## src/design/slfl_pkg.sv

```systemverilog
// Shared types, constants and helper functions of the serial flash loader command parser.
// No dependencies; every other design file imports this package.
package slfl_pkg;

   // Flash geometry.
   localparam int FLASH_BYTES  = 131072;
   localparam int PAGE_BYTES   = 256;
   localparam int LOADER_WORDS = 4096;

   localparam int ADDR_W   = 17;
   localparam int TAIL_MAX = 6;
   localparam int TCNT_W   = 3;

   // Application area: everything below the loader, rounded up to a page for the
   // address that follows an erase.
   localparam int APP_SIZE = (2 * LOADER_WORDS > FLASH_BYTES) ? 0
                           : FLASH_BYTES - 2 * LOADER_WORDS;
   localparam int APP_END  = ((APP_SIZE + PAGE_BYTES - 1) / PAGE_BYTES) * PAGE_BYTES;
   localparam logic [ADDR_W-1:0] APP_SIZE_ADDR = APP_SIZE[ADDR_W-1:0];
   localparam logic [ADDR_W-1:0] APP_END_ADDR  = APP_END[ADDR_W-1:0];

   // Command codes.
   localparam logic [7:0] CMD_SET_ADDR   = 8'h41; // 'A'
   localparam logic [7:0] CMD_LOW_BYTE   = 8'h63; // 'c'
   localparam logic [7:0] CMD_HIGH_BYTE  = 8'h43; // 'C'
   localparam logic [7:0] CMD_BURST      = 8'h4D; // 'M'
   localparam logic [7:0] CMD_DEV_TYPE   = 8'h54; // 'T'
   localparam logic [7:0] CMD_ERASE      = 8'h65; // 'e'
   localparam logic [7:0] CMD_PAGE_WRITE = 8'h6D; // 'm'
   localparam logic [7:0] CMD_PROG_ENTER = 8'h50; // 'P'
   localparam logic [7:0] CMD_PROG_LEAVE = 8'h4C; // 'L'
   localparam logic [7:0] CMD_AUTO_INC   = 8'h61; // 'a'
   localparam logic [7:0] CMD_BLOCK_SUP  = 8'h6E; // 'n'
   localparam logic [7:0] CMD_SW_IDENT   = 8'h53; // 'S'
   localparam logic [7:0] CMD_SIGNATURE  = 8'h73; // 's'
   localparam logic [7:0] CMD_DEV_LIST   = 8'h74; // 't'
   localparam logic [7:0] CMD_SW_VER     = 8'h56; // 'V'
   localparam logic [7:0] CMD_HW_VER     = 8'h76; // 'v'
   localparam logic [7:0] CMD_START_APP  = 8'h5A; // 'Z'

   // Reply bytes.
   localparam logic [7:0] RPL_CR      = 8'h0D;
   localparam logic [7:0] RPL_YES     = 8'h59; // 'Y'
   localparam logic [7:0] RPL_UNKNOWN = 8'h3F; // '?'
   localparam logic [7:0] RPL_DEV_ID  = 8'h44;
   localparam logic [7:0] RPL_SIG0    = 8'h02;
   localparam logic [7:0] RPL_SIG1    = 8'h97;
   localparam logic [7:0] RPL_SIG2    = 8'h1E;

   localparam logic [6:0][7:0] SW_IDENT = {8'h54, 8'h4F, 8'h4F, 8'h42, 8'h52, 8'h56, 8'h41};

   typedef enum logic [2:0] {
      FC_NONE       = 3'd0,
      FC_FILL       = 3'd1,
      FC_ERASE      = 3'd2,
      FC_PAGE_WRITE = 3'd3,
      FC_START_APP  = 3'd4
   } flash_cmd_type;

   typedef logic [TAIL_MAX-1:0][7:0] tail_type;

   typedef struct packed {
      logic              reply_valid;
      logic [7:0]        reply_byte;
      flash_cmd_type     flash_cmd;
      logic [ADDR_W-1:0] flash_address;
      logic [15:0]       flash_word;
   } result_type;

   // One parsed byte's worth of results: a head result and up to six reply bytes.
   typedef struct packed {
      logic              valid;
      result_type        head;
      tail_type          tail;
      logic [TCNT_W-1:0] tail_cnt;
   } desc_type;

   function automatic result_type mk_reply(input logic [7:0] rb);
      result_type r;
      r               = '0;
      r.reply_valid   = 1'b1;
      r.reply_byte    = rb;
      r.flash_cmd     = FC_NONE;
      return r;
   endfunction

   // Burst echo: length, start address, end address (bits 15:0, high first), CR.
   function automatic tail_type burst_echo(input logic [7:0] blen,
                                           input logic [ADDR_W-1:0] start_addr,
                                           input logic [ADDR_W-1:0] end_addr);
      tail_type t;
      t    = '0;
      t[0] = blen;
      t[1] = start_addr[15:8];
      t[2] = start_addr[7:0];
      t[3] = end_addr[15:8];
      t[4] = end_addr[7:0];
      t[5] = RPL_CR;
      return t;
   endfunction

endpackage

```

## src/design/slfl_parser.sv

```systemverilog
// Command parser: keeps the pending command and argument state, turns each byte into a
// result descriptor held in a one-entry register. Depends on slfl_pkg.
module slfl_parser (
   input  logic               clock,
   input  logic               reset,
   input  logic               accept,
   input  logic [7:0]         rx_byte,
   input  logic               desc_take,
   output slfl_pkg::desc_type desc
);
   import slfl_pkg::*;

   typedef enum logic [2:0] {
      PC_IDLE, PC_ADDR, PC_LOW, PC_HIGH, PC_BLEN, PC_BDATA, PC_SKIP
   } pend_type;

   pend_type          pend_ff, pend_in;
   logic              idx_ff, idx_in;
   logic [ADDR_W-1:0] addr_ff, addr_in;
   logic [7:0]        low_ff, low_in;
   logic [7:0]        hi_ff, hi_in;
   logic [7:0]        blen_ff, blen_in;
   logic [7:0]        brem_ff, brem_in;
   logic [ADDR_W-1:0] bstart_ff, bstart_in;
   desc_type          desc_ff, desc_in;

   desc_type          d;
   logic [ADDR_W-1:0] addr_inc;
   logic [7:0]        brem_dec;

   assign addr_inc = addr_ff + ADDR_W'(2);
   assign brem_dec = brem_ff - 8'd1;

   always_comb begin
      pend_in   = pend_ff;
      idx_in    = idx_ff;
      addr_in   = addr_ff;
      low_in    = low_ff;
      hi_in     = hi_ff;
      blen_in   = blen_ff;
      brem_in   = brem_ff;
      bstart_in = bstart_ff;
      d         = '0;
      if (accept) begin
         case (pend_ff)
            PC_ADDR: begin
               if (!idx_ff) begin
                  hi_in  = rx_byte;
                  idx_in = 1'b1;
               end else begin
                  addr_in = {hi_ff, rx_byte, 1'b0};
                  idx_in  = 1'b0;
                  pend_in = PC_IDLE;
                  d.valid = 1'b1;
                  d.head  = mk_reply(RPL_CR);
               end
            end
            PC_LOW: begin
               low_in  = rx_byte;
               pend_in = PC_IDLE;
               d.valid = 1'b1;
               d.head  = mk_reply(RPL_CR);
            end
            PC_HIGH: begin
               d.valid              = 1'b1;
               d.head               = mk_reply(RPL_CR);
               d.head.flash_cmd     = FC_FILL;
               d.head.flash_address = addr_ff;
               d.head.flash_word    = {rx_byte, low_ff};
               addr_in              = addr_inc;
               pend_in              = PC_IDLE;
            end
            PC_BLEN: begin
               blen_in   = rx_byte;
               brem_in   = rx_byte;
               bstart_in = addr_ff;
               idx_in    = 1'b0;
               if (rx_byte == 8'd0) begin
                  // empty burst: echo at once, the length itself leads
                  pend_in    = PC_IDLE;
                  d.valid    = 1'b1;
                  d.head     = mk_reply(rx_byte);
                  d.tail     = burst_echo(rx_byte, addr_ff, addr_ff) >> 8;
                  d.tail_cnt = TCNT_W'(TAIL_MAX - 1);
               end else begin
                  pend_in = PC_BDATA;
               end
            end
            PC_BDATA: begin
               if (!idx_ff) begin
                  low_in = rx_byte;
                  idx_in = 1'b1;
               end else begin
                  idx_in               = 1'b0;
                  d.valid              = 1'b1;
                  d.head.flash_cmd     = FC_FILL;
                  d.head.flash_address = addr_ff;
                  d.head.flash_word    = {rx_byte, low_ff};
                  addr_in              = addr_inc;
                  brem_in              = brem_dec;
                  if (brem_dec == 8'd0) begin
                     pend_in    = PC_IDLE;
                     d.tail     = burst_echo(blen_ff, bstart_ff, addr_inc);
                     d.tail_cnt = TCNT_W'(TAIL_MAX);
                  end
               end
            end
            PC_SKIP: begin
               pend_in = PC_IDLE;
               d.valid = 1'b1;
               d.head  = mk_reply(RPL_CR);
            end
            default: begin
               pend_in = PC_IDLE;
               idx_in  = 1'b0;
               d.valid = 1'b1;
               d.head  = mk_reply(RPL_UNKNOWN);
               case (rx_byte)
                  CMD_SET_ADDR: begin
                     pend_in = PC_ADDR;
                     d.valid = 1'b0;
                  end
                  CMD_LOW_BYTE: begin
                     pend_in = PC_LOW;
                     d.valid = 1'b0;
                  end
                  CMD_HIGH_BYTE: begin
                     pend_in = PC_HIGH;
                     d.valid = 1'b0;
                  end
                  CMD_BURST: begin
                     pend_in = PC_BLEN;
                     d.valid = 1'b0;
                  end
                  CMD_DEV_TYPE: begin
                     pend_in = PC_SKIP;
                     d.valid = 1'b0;
                  end
                  CMD_ERASE: begin
                     d.head               = mk_reply(RPL_CR);
                     d.head.flash_cmd     = FC_ERASE;
                     d.head.flash_address = APP_SIZE_ADDR;
                     addr_in              = APP_END_ADDR;
                  end
                  CMD_PAGE_WRITE: begin
                     d.head               = mk_reply(RPL_CR);
                     d.head.flash_cmd     = FC_PAGE_WRITE;
                     d.head.flash_address = addr_ff;
                  end
                  CMD_PROG_ENTER, CMD_PROG_LEAVE: begin
                     d.head = mk_reply(RPL_CR);
                  end
                  CMD_AUTO_INC, CMD_BLOCK_SUP: begin
                     d.head = mk_reply(RPL_YES);
                  end
                  CMD_SW_IDENT: begin
                     d.head     = mk_reply(SW_IDENT[0]);
                     d.tail     = SW_IDENT[6:1];
                     d.tail_cnt = TCNT_W'(TAIL_MAX);
                  end
                  CMD_SIGNATURE: begin
                     d.head     = mk_reply(RPL_SIG0);
                     d.tail[0]  = RPL_SIG1;
                     d.tail[1]  = RPL_SIG2;
                     d.tail_cnt = TCNT_W'(2);
                  end
                  CMD_DEV_LIST: begin
                     d.head     = mk_reply(RPL_DEV_ID);
                     d.tail[0]  = 8'h00;
                     d.tail_cnt = TCNT_W'(1);
                  end
                  CMD_SW_VER: begin
                     d.head     = mk_reply(8'h32);
                     d.tail[0]  = 8'h34;
                     d.tail_cnt = TCNT_W'(1);
                  end
                  CMD_HW_VER: begin
                     d.head     = mk_reply(8'h31);
                     d.tail[0]  = 8'h30;
                     d.tail_cnt = TCNT_W'(1);
                  end
                  CMD_START_APP: begin
                     d.head           = '0;
                     d.head.flash_cmd = FC_START_APP;
                  end
                  default: begin
                     d.head = mk_reply(RPL_UNKNOWN);
                  end
               endcase
            end
         endcase
      end
      // load a new descriptor, else drop the one the emitter just took
      if (d.valid) begin
         desc_in = d;
      end else begin
         desc_in       = desc_ff;
         desc_in.valid = desc_ff.valid && !desc_take;
      end
   end

   always_ff @(posedge clock) begin
      if (reset) begin
         pend_ff   <= PC_IDLE;
         idx_ff    <= 1'b0;
         addr_ff   <= '0;
         low_ff    <= '0;
         hi_ff     <= '0;
         blen_ff   <= '0;
         brem_ff   <= '0;
         bstart_ff <= '0;
         desc_ff   <= '0;
      end else begin
         pend_ff   <= pend_in;
         idx_ff    <= idx_in;
         addr_ff   <= addr_in;
         low_ff    <= low_in;
         hi_ff     <= hi_in;
         blen_ff   <= blen_in;
         brem_ff   <= brem_in;
         bstart_ff <= bstart_in;
         desc_ff   <= desc_in;
      end
   end

   assign desc = desc_ff;

   a_burst_not_empty: assert property (@(posedge clock) disable iff (reset)
      pend_ff == PC_BDATA |-> brem_ff != 8'd0)
      else $error("burst data pending with zero words left");

   a_index_owner: assert property (@(posedge clock) disable iff (reset)
      idx_ff |-> (pend_ff == PC_ADDR || pend_ff == PC_BDATA))
      else $error("argument index set outside a two-byte argument");

   a_no_overwrite: assert property (@(posedge clock) disable iff (reset)
      desc_ff.valid && !desc_take |=> desc_ff.valid)
      else $error("pending descriptor lost before the emitter took it");

endmodule

```

## src/design/slfl_emitter.sv

```systemverilog
// Result emitter: takes one descriptor at a time and sends its head result, then its
// reply bytes, one per cycle while rsp_stall is low, through the output register. Depends on slfl_pkg.
module slfl_emitter (
   input  logic                        clock,
   input  logic                        reset,
   input  slfl_pkg::desc_type          desc,
   output logic                        desc_take,
   output logic                        rsp_valid,
   input  logic                        rsp_stall,
   output logic                        rsp_reply_valid,
   output logic [7:0]                  rsp_reply_byte,
   output logic [2:0]                  rsp_flash_cmd,
   output logic [slfl_pkg::ADDR_W-1:0] rsp_flash_address,
   output logic [15:0]                 rsp_flash_word,
   output logic                        rsp_last
);
   import slfl_pkg::*;

   logic              out_valid_ff, out_valid_in;
   result_type        out_ff, out_in;
   tail_type          tail_ff, tail_in;
   logic [TCNT_W-1:0] tcnt_ff, tcnt_in;
   logic              take;
   logic              free;

   assign take      = out_valid_ff && !rsp_stall;
   assign free      = !out_valid_ff || take;
   assign desc_take = desc.valid && free && (!out_valid_ff || tcnt_ff == '0);

   always_comb begin
      out_valid_in = out_valid_ff;
      out_in       = out_ff;
      tail_in      = tail_ff;
      tcnt_in      = tcnt_ff;
      if (free) begin
         if (out_valid_ff && tcnt_ff != '0) begin
            // advance to the next reply byte
            out_in       = mk_reply(tail_ff[0]);
            tail_in      = tail_ff >> 8;
            tcnt_in      = tcnt_ff - TCNT_W'(1);
            out_valid_in = 1'b1;
         end else if (desc.valid) begin
            out_in       = desc.head;
            tail_in      = desc.tail;
            tcnt_in      = desc.tail_cnt;
            out_valid_in = 1'b1;
         end else begin
            out_valid_in = 1'b0;
            tcnt_in      = '0;
         end
      end
   end

   always_ff @(posedge clock) begin
      if (reset) begin
         out_valid_ff <= 1'b0;
         out_ff       <= '0;
         tail_ff      <= '0;
         tcnt_ff      <= '0;
      end else begin
         out_valid_ff <= out_valid_in;
         out_ff       <= out_in;
         tail_ff      <= tail_in;
         tcnt_ff      <= tcnt_in;
      end
   end

   assign rsp_valid         = out_valid_ff;
   assign rsp_reply_valid   = out_ff.reply_valid;
   assign rsp_reply_byte    = out_ff.reply_byte;
   assign rsp_flash_cmd     = out_ff.flash_cmd;
   assign rsp_flash_address = out_ff.flash_address;
   assign rsp_flash_word    = out_ff.flash_word;
   assign rsp_last          = tcnt_ff == '0;

   a_idle_empty: assert property (@(posedge clock) disable iff (reset)
      !out_valid_ff |-> tcnt_ff == '0)
      else $error("reply bytes left with the output register empty");

   a_tail_continues: assert property (@(posedge clock) disable iff (reset)
      take && tcnt_ff != '0 |=> out_valid_ff && out_ff.reply_valid)
      else $error("reply sequence broken off");

   a_take_when_done: assert property (@(posedge clock) disable iff (reset)
      desc_take |-> (!out_valid_ff || (take && tcnt_ff == '0)))
      else $error("descriptor taken while a sequence is still in flight");

endmodule

```

## src/design/serial_flash_loader_command_parser_top.sv

```systemverilog
// Serial flash loader command parser, top level: parser plus result emitter.
// A result passes the parser's descriptor register, then the emitter's output register.
// One byte per cycle while req_stall is low; a byte's results leave one by one.
// The one-entry descriptor register lets the next byte in while a result waits.
// Reset (synchronous, active high) returns the parser to idle and clears address state.
// Depends on slfl_pkg, slfl_parser and slfl_emitter.
module serial_flash_loader_command_parser_top (
   input  logic                        clock,
   input  logic                        reset,
   // input words: one received byte each
   input  logic                        req_valid,
   output logic                        req_stall,
   input  logic [7:0]                  req_rx_byte,
   // result words
   output logic                        rsp_valid,
   input  logic                        rsp_stall,
   output logic                        rsp_reply_valid,
   output logic [7:0]                  rsp_reply_byte,
   output logic [2:0]                  rsp_flash_cmd,
   output logic [slfl_pkg::ADDR_W-1:0] rsp_flash_address,
   output logic [15:0]                 rsp_flash_word,
   output logic                        rsp_last
);
   import slfl_pkg::*;

   desc_type desc;
   logic     desc_take;
   logic     accept;

   // Hold off a new byte only while the descriptor slot is full and not moving on.
   assign req_stall = desc.valid && !desc_take;
   assign accept    = req_valid && !req_stall;

   // Parse: command state machine and argument registers.
   slfl_parser u_parser (
      .clock     (clock),
      .reset     (reset),
      .accept    (accept),
      .rx_byte   (req_rx_byte),
      .desc_take (desc_take),
      .desc      (desc)
   );

   // Emit: serialize each descriptor into result words.
   slfl_emitter u_emitter (
      .clock             (clock),
      .reset             (reset),
      .desc              (desc),
      .desc_take         (desc_take),
      .rsp_valid         (rsp_valid),
      .rsp_stall         (rsp_stall),
      .rsp_reply_valid   (rsp_reply_valid),
      .rsp_reply_byte    (rsp_reply_byte),
      .rsp_flash_cmd     (rsp_flash_cmd),
      .rsp_flash_address (rsp_flash_address),
      .rsp_flash_word    (rsp_flash_word),
      .rsp_last          (rsp_last)
   );

endmodule

```

## config.mk

```make
export PLATFORM = sky130hd
export DESIGN_NAME = serial_flash_loader_command_parser_top
export DESIGN_NICKNAME = d
export VERILOG_FILES = /design/src/design/slfl_pkg.sv /design/src/design/slfl_parser.sv /design/src/design/slfl_emitter.sv /design/src/design/serial_flash_loader_command_parser_top.sv
export SDC_FILE = /design/constraint.sdc
export NUM_CORES = 1
export LEC_CHECK = 0
export BUFFER_PORTS_ARGS = -buffer_cell sky130_fd_sc_hd__buf_2
export CORE_MARGIN = 1.5
export CORE_UTILIZATION = 45
export CTS_BUF_LIST = sky130_fd_sc_hd__clkbuf_4
export DETAILED_ROUTE_END_ITERATION = 7
export HOLD_SLACK_MARGIN = 0.05
export SYNTH_ARGS = -nofsm -noshare
export SYNTH_HDL_FRONTEND = slang
export SYNTH_SLANG_ARGS = --single-unit
```

## constraint.sdc

```tcl
create_clock -name clock -period 4.35 [get_ports clock]
set_input_delay 0 -clock clock [delete_from_list [all_inputs] [get_ports clock]]
set_output_delay 0 -clock clock [all_outputs]
set_load 0.1 [all_outputs]
```

==> impl_results.html <==
<table>
<tr><th>Metric</th><th>Value</th></tr>
<tr><th colspan="2">Cells and area</th></tr>
<tr><td>Nets</td><td>1335</td></tr>
<tr><td>Filler cells</td><td>2324</td></tr>
<tr><td>Signed area change from the synthesized netlist to the final layout</td><td>12.84%</td></tr>
<tr><td>Fraction of layout instances using a drive strength above 1</td><td>between 10% and 20%</td></tr>
<tr><td>Final Non-Filler Cells</td><td>~1700</td></tr>
<tr><th colspan="2">Drt</th></tr>
<tr><td>Total number of vias</td><td>9634</td></tr>
<tr><td>DRC violations left</td><td>1</td></tr>
<tr><td>Iteration-0 DRC Markers</td><td>927</td></tr>
<tr><td>Final ANT Viol Nets</td><td>0</td></tr>
<tr><td>Vias per cell</td><td>5.738</td></tr>
<tr><td>Post-Route WL</td><td>30.67 mm</td></tr>
<tr><td>WL per Instance</td><td>about 18 microns</td></tr>
<tr><td>Drt first pass iters</td><td>8</td></tr>
<tr><th colspan="2">Timing</th></tr>
<tr><td>Count of final max-slew check failures</td><td>0</td></tr>
<tr><td>Sum of negative setup slack</td><td>0 ps</td></tr>
<tr><td>Final critical path time including I/O delays and setup</td><td>roughly 3300 ps</td></tr>
<tr><td>Number of setup violations in the final report</td><td>0</td></tr>
<tr><td>RSZ-0062 raised after global routing</td><td>false</td></tr>
<tr><td>Highest achievable clock rate</td><td>just over 0.3 GHz</td></tr>
<tr><td>Final worst-path setup slack</td><td>1059 ps</td></tr>
<tr><td>Transition time at the pin with the least slew margin</td><td>1018 ps</td></tr>
<tr><td>Post-route worst hold slack</td><td>323.8 ps</td></tr>
<tr><td>Final hold violation count</td><td>0</td></tr>
<tr><td>Max Clock Skew</td><td>33.55 ps</td></tr>
<tr><td>Final period util</td><td>between 70% and 80%</td></tr>
<tr><td>Max_slew headroom</td><td>32.10%</td></tr>
<tr><th colspan="2">Place</th></tr>
<tr><td>Pre-CTS setup slack</td><td>1112 ps</td></tr>
<tr><td>Number of port buffers</td><td>58</td></tr>
<tr><td>Placed wire-length estimate</td><td>18.68 mm</td></tr>
<tr><td>Placer's final routability congestion estimate</td><td>about 0.91</td></tr>
<tr><td>Count of placed standard cells including taps</td><td>1555</td></tr>
<tr><th colspan="2">Logic synthesis</th></tr>
<tr><td>Library cells used by synthesis</td><td>70</td></tr>
<tr><td>Sequential-to-total area share from yosys stat</td><td>approximately 46%</td></tr>
<tr><td>Synth warn</td><td>0</td></tr>
<tr><td>Async set or reset register ratio after synthesis</td><td>0%</td></tr>
<tr><td>Synth Instances</td><td>1284</td></tr>
<tr><td>Most used flip-flop cell after synthesis</td><td>sky130_fd_sc_hd__dfxtp_1</td></tr>
<tr><td>Mean cell area of the mapped netlist</td><td>around 8.4 sq um</td></tr>
<tr><td>Syn Std Cell Area</td><td>10740 sq um</td></tr>
<tr><td>Number of enable flip-flop cells after synthesis</td><td>0</td></tr>
<tr><td>Number of flip-flops and latches in the synthesized netlist</td><td>roughly 250</td></tr>
<tr><td>Mapped Nets</td><td>1301</td></tr>
<tr><th colspan="2">Critical path</th></tr>
<tr><td>Critical Path Start</td><td>u_emitter.tcnt_ff[0]</td></tr>
<tr><td>Critical path type</td><td>flip-flop to flip-flop</td></tr>
<tr><td>Critical path, cell by cell</td><td>inv_1 &gt; ha_1 &gt; ha_1 &gt; nand2b_1 &gt; a31o_1 &gt; a211o_1 &gt; or3_4 &gt; or3_1 &gt; a21oi_1</td></tr>
<tr><td>Startpoint type of the worst setup path</td><td>flip-flop</td></tr>
<tr><td>Crit end category</td><td>flip-flop</td></tr>
<tr><td>Critical path data arrival time</td><td>3870 ps</td></tr>
<tr><td>Internal reg-to-reg setup slack</td><td>roughly 1100 ps</td></tr>
<tr><td>Worst reg2reg path startpoint</td><td>u_emitter.tcnt_ff[0]</td></tr>
<tr><td>Slowest cell on the critical path</td><td>sky130_fd_sc_hd__or3_4</td></tr>
<tr><td>Maximum cell stage delay along the critical path</td><td>770 ps</td></tr>
<tr><td>Dominant cell type by count on the critical path</td><td>sky130_fd_sc_hd__ha_1</td></tr>
<tr><td>Data required time of the critical path</td><td>4920 ps</td></tr>
<tr><td>Maximum fanout along the worst path</td><td>between 80 and 90</td></tr>
<tr><th colspan="2">Clocking</th></tr>
<tr><td>Clock root buffer</td><td>sky130_fd_sc_hd__clkbuf_4</td></tr>
<tr><td>Number of setup buffers added after CTS</td><td>0</td></tr>
<tr><td>Total CTS buffers</td><td>69</td></tr>
<tr><td>Clk buf depth</td><td>3</td></tr>
<tr><td>Cells resized by post-CTS repair</td><td>0</td></tr>
<tr><td>Clock transition at path regs</td><td>roughly 60 ps</td></tr>
<tr><td>H-tree levels</td><td>3</td></tr>
<tr><td># clock sinks</td><td>roughly 250</td></tr>
<tr><td>Clock latency on the worst-skew pair</td><td>670 ps</td></tr>
<tr><td>CTS tree</td><td>yes</td></tr>
<tr><td>Number of buffers inserted by hold repair at cts</td><td>11</td></tr>
<tr><th colspan="2">Global routing</th></tr>
<tr><td>GR Overflow Total</td><td>0</td></tr>
<tr><td>Global-route wire length before repair</td><td>48.93 mm</td></tr>
<tr><td>Pin count of the biggest net entering global routing</td><td>180</td></tr>
<tr><td>Initial antenna violation count</td><td>1</td></tr>
<tr><td>GRT Resource Usage Total</td><td>25.17%</td></tr>
<tr><td>Number of global-route vias before repair</td><td>approximately 9100</td></tr>
<tr><th colspan="2">Floorplanning</th></tr>
<tr><td>Die Area</td><td>24800 sq um</td></tr>
<tr><td>Top Ports</td><td>60</td></tr>
<tr><td>Vert. Die Dim</td><td>approximately 160 microns</td></tr>
<tr><td>Area of the placeable core</td><td>between 20000 and 25000 sq um</td></tr>
<tr><td>Standard-cell row count</td><td>56</td></tr>
<tr><td>Starting utilization of the core area</td><td>between 40% and 50%</td></tr>
<tr><td>Die width</td><td>157.5 microns</td></tr>
<tr><th colspan="2">Power and ir drop</th></tr>
<tr><td>Sw Share</td><td>27.33%</td></tr>
<tr><td>Pwr per Cell Area</td><td>429.0 nW/um^2</td></tr>
<tr><td>Static leakage power</td><td>4.577 nW</td></tr>
<tr><td>Maximum vdd drop</td><td>230.2 uV</td></tr>
<tr><td>Total power</td><td>between 5 and 6 mW</td></tr>
<tr><td>Sequential cell fraction of total power</td><td>46.9%</td></tr>
<tr><td>Fraction of power consumed by the clock network</td><td>42.4%</td></tr>
<tr><td>Internal power component</td><td>3.777 mW</td></tr>
<tr><td>Combinational Power Share</td><td>10.7%</td></tr>
<tr><td>Power spent charging and discharging nets</td><td>approximately 1.4 mW</td></tr>
<tr><th colspan="2">Min path</th></tr>
<tr><td>Startpoint of the worst hold path</td><td>rsp_stall</td></tr>
<tr><td>Class of the tightest hold or removal check</td><td>primary input to flip-flop</td></tr>
<tr><th colspan="2">Outcome</th></tr>
<tr><td>Run status</td><td>complete, but fails checks</td></tr>
<tr><td>Violations in the final reports</td><td>DRC</td></tr>
<tr><th colspan="2">Run</th></tr>
<tr><td>MaxCap Viol Count</td><td>0</td></tr>
</table>
final timing paths:
| kind | endpoint | depth (start not counted) |
|---|---|---|
| worst max-delay path | u_parser.desc[95] | 9 |
| worst min-delay path | u_emitter.tcnt_ff[0] | 5 |
| worst max register to register | u_parser.desc[95] | 9 |
| worst min register to register | u_parser.desc[62] | 2 |
area by class of cell:
type | count | area [sq um] | area share [%]
tap | 319 | 399.1 | 3.294
antenna | 2 | 5.005 | 0.04131
timing repair buffer | 86 | 546.8 | 4.513
clock buffer | 97 | 728.2 | 6.011
clock inverter | 14 | 163.9 | 1.353
sequential | 249 | 4985 | 41.14
multi-input combinational | 893 | 5216 | 43.05
inverter | 19 | 71.32 | 0.5887
logic make-up after synthesis:
kind of cell / share of synthesized area, %
xor+xnor: 1.224
flops: 46.43
buf+inv: 5.337
compound gates: 22.50
mux: 3.077
other cells: 0.03493
simple gates: 20.81
fa+ha+maj: 0.5827
flip-flops by register name (all words and copies together) (netlist names), 3 cells and up:
name / cells
u_parser.desc: 91
u_emitter.tail_ff: 43
u_emitter.rsp_flash_address: 16
u_emitter.rsp_flash_word: 16
u_parser.addr_ff: 16
u_parser.bstart_ff: 15
u_emitter.rsp_reply_byte: 8
u_parser.blen_ff: 8
u_parser.brem_ff: 8
u_parser.hi_ff: 8
u_parser.low_ff: 8
u_emitter.rsp_flash_cmd: 3
u_emitter.tcnt_ff: 3
u_parser.pend_ff: 3
layer usage:
layer  GRT usage [%]  part of all wire [%]
met1           34.40                    45
met2           39.02                    46
met3           4.763                   7.0
met4           10.11                   2.0
met5               0                     0
power by group through the flow:
stage / Clock, mW / Sequential, mW / Combinational (mW)
after floorplan: 0 / 2.51 / 0.376
after global placement: 0 / 2.48 / 0.542
after detailed placement: 0 / 2.49 / 0.545
after CTS: 2.26 / 2.44 / 0.554
after global routing: 2.39 / 2.44 / 0.610
final: 2.20 / 2.44 / 0.556
cells in the mapped netlist, drive strengths merged (4+ instances only):
| cell type | instances | share of area, % |
|---|---|---|
| dfxtp | 249 | 46 |
| nor2 | 234 | 8.2 |
| nand2 | 147 | 5.1 |
| clkbuf | 99 | 3.5 |
| a22oi | 86 | 6.0 |
| a21oi | 68 | 3.2 |
| a311oi | 45 | 3.7 |
| mux2i | 33 | 3.1 |
| o21ai | 32 | 1.5 |
| nand3 | 29 | 1.4 |
| a211oi | 25 | 1.8 |
| buf | 24 | 1.2 |
| nor3 | 24 | 1.3 |
| inv | 19 | 0.66 |
| a221o | 14 | 1.3 |
| nand2b | 13 | 0.76 |
| xnor2 | 11 | 0.90 |
| a222oi | 9 | 0.84 |
| and3 | 8 | 0.47 |
| nand4 | 6 | 0.35 |
| o21a | 6 | 0.42 |
| or3 | 6 | 0.40 |
| a21o | 5 | 0.35 |
| a22o | 5 | 0.41 |
| ha | 5 | 0.58 |
| nor2b | 5 | 0.29 |
| nor4 | 5 | 0.49 |
| and2 | 4 | 0.23 |
| and4 | 4 | 0.33 |
| nand3b | 4 | 0.28 |
| o211ai | 4 | 0.28 |
| o31ai | 4 | 0.28 |
| xor2 | 4 | 0.33 |
stage by stage:
stage               utilization [%]  instance area (sq um)
detailed placement            47.32                  11110
global placement              47.32                  11110
global route                  51.62                  12120
floorplan                         -                  10740
finish                        51.62                  12120
CTS                           51.59                  12110
worst max-delay path, delay by kind of cell, from the launching register on:
| family | cells | cell delay (ps) |
|---|---|---|
| buf+inv | 1 | 50 |
| flops | 1 | 320 |
| compound gates | 3 | 840 |
| fa+ha+maj | 2 | 450 |
| simple gates | 3 | 1510 |
cells in the final DEF, fill, tap and decap left out, types with 24 or more instances in the layout:
cell type                  count
sky130_fd_sc_hd__nand2_1     147
sky130_fd_sc_hd__a211oi_1     24
sky130_fd_sc_hd__dfxtp_1     249
sky130_fd_sc_hd__a311oi_1     45
sky130_fd_sc_hd__a22oi_1      86
sky130_fd_sc_hd__buf_2        57
sky130_fd_sc_hd__nor2_1      234
sky130_fd_sc_hd__clkbuf_4     97
sky130_fd_sc_hd__mux2i_1      33
sky130_fd_sc_hd__o21ai_0      31
sky130_fd_sc_hd__nand3_1      29
sky130_fd_sc_hd__a21oi_1      68
No activity file was read; power rests on OpenSTA's default activity.
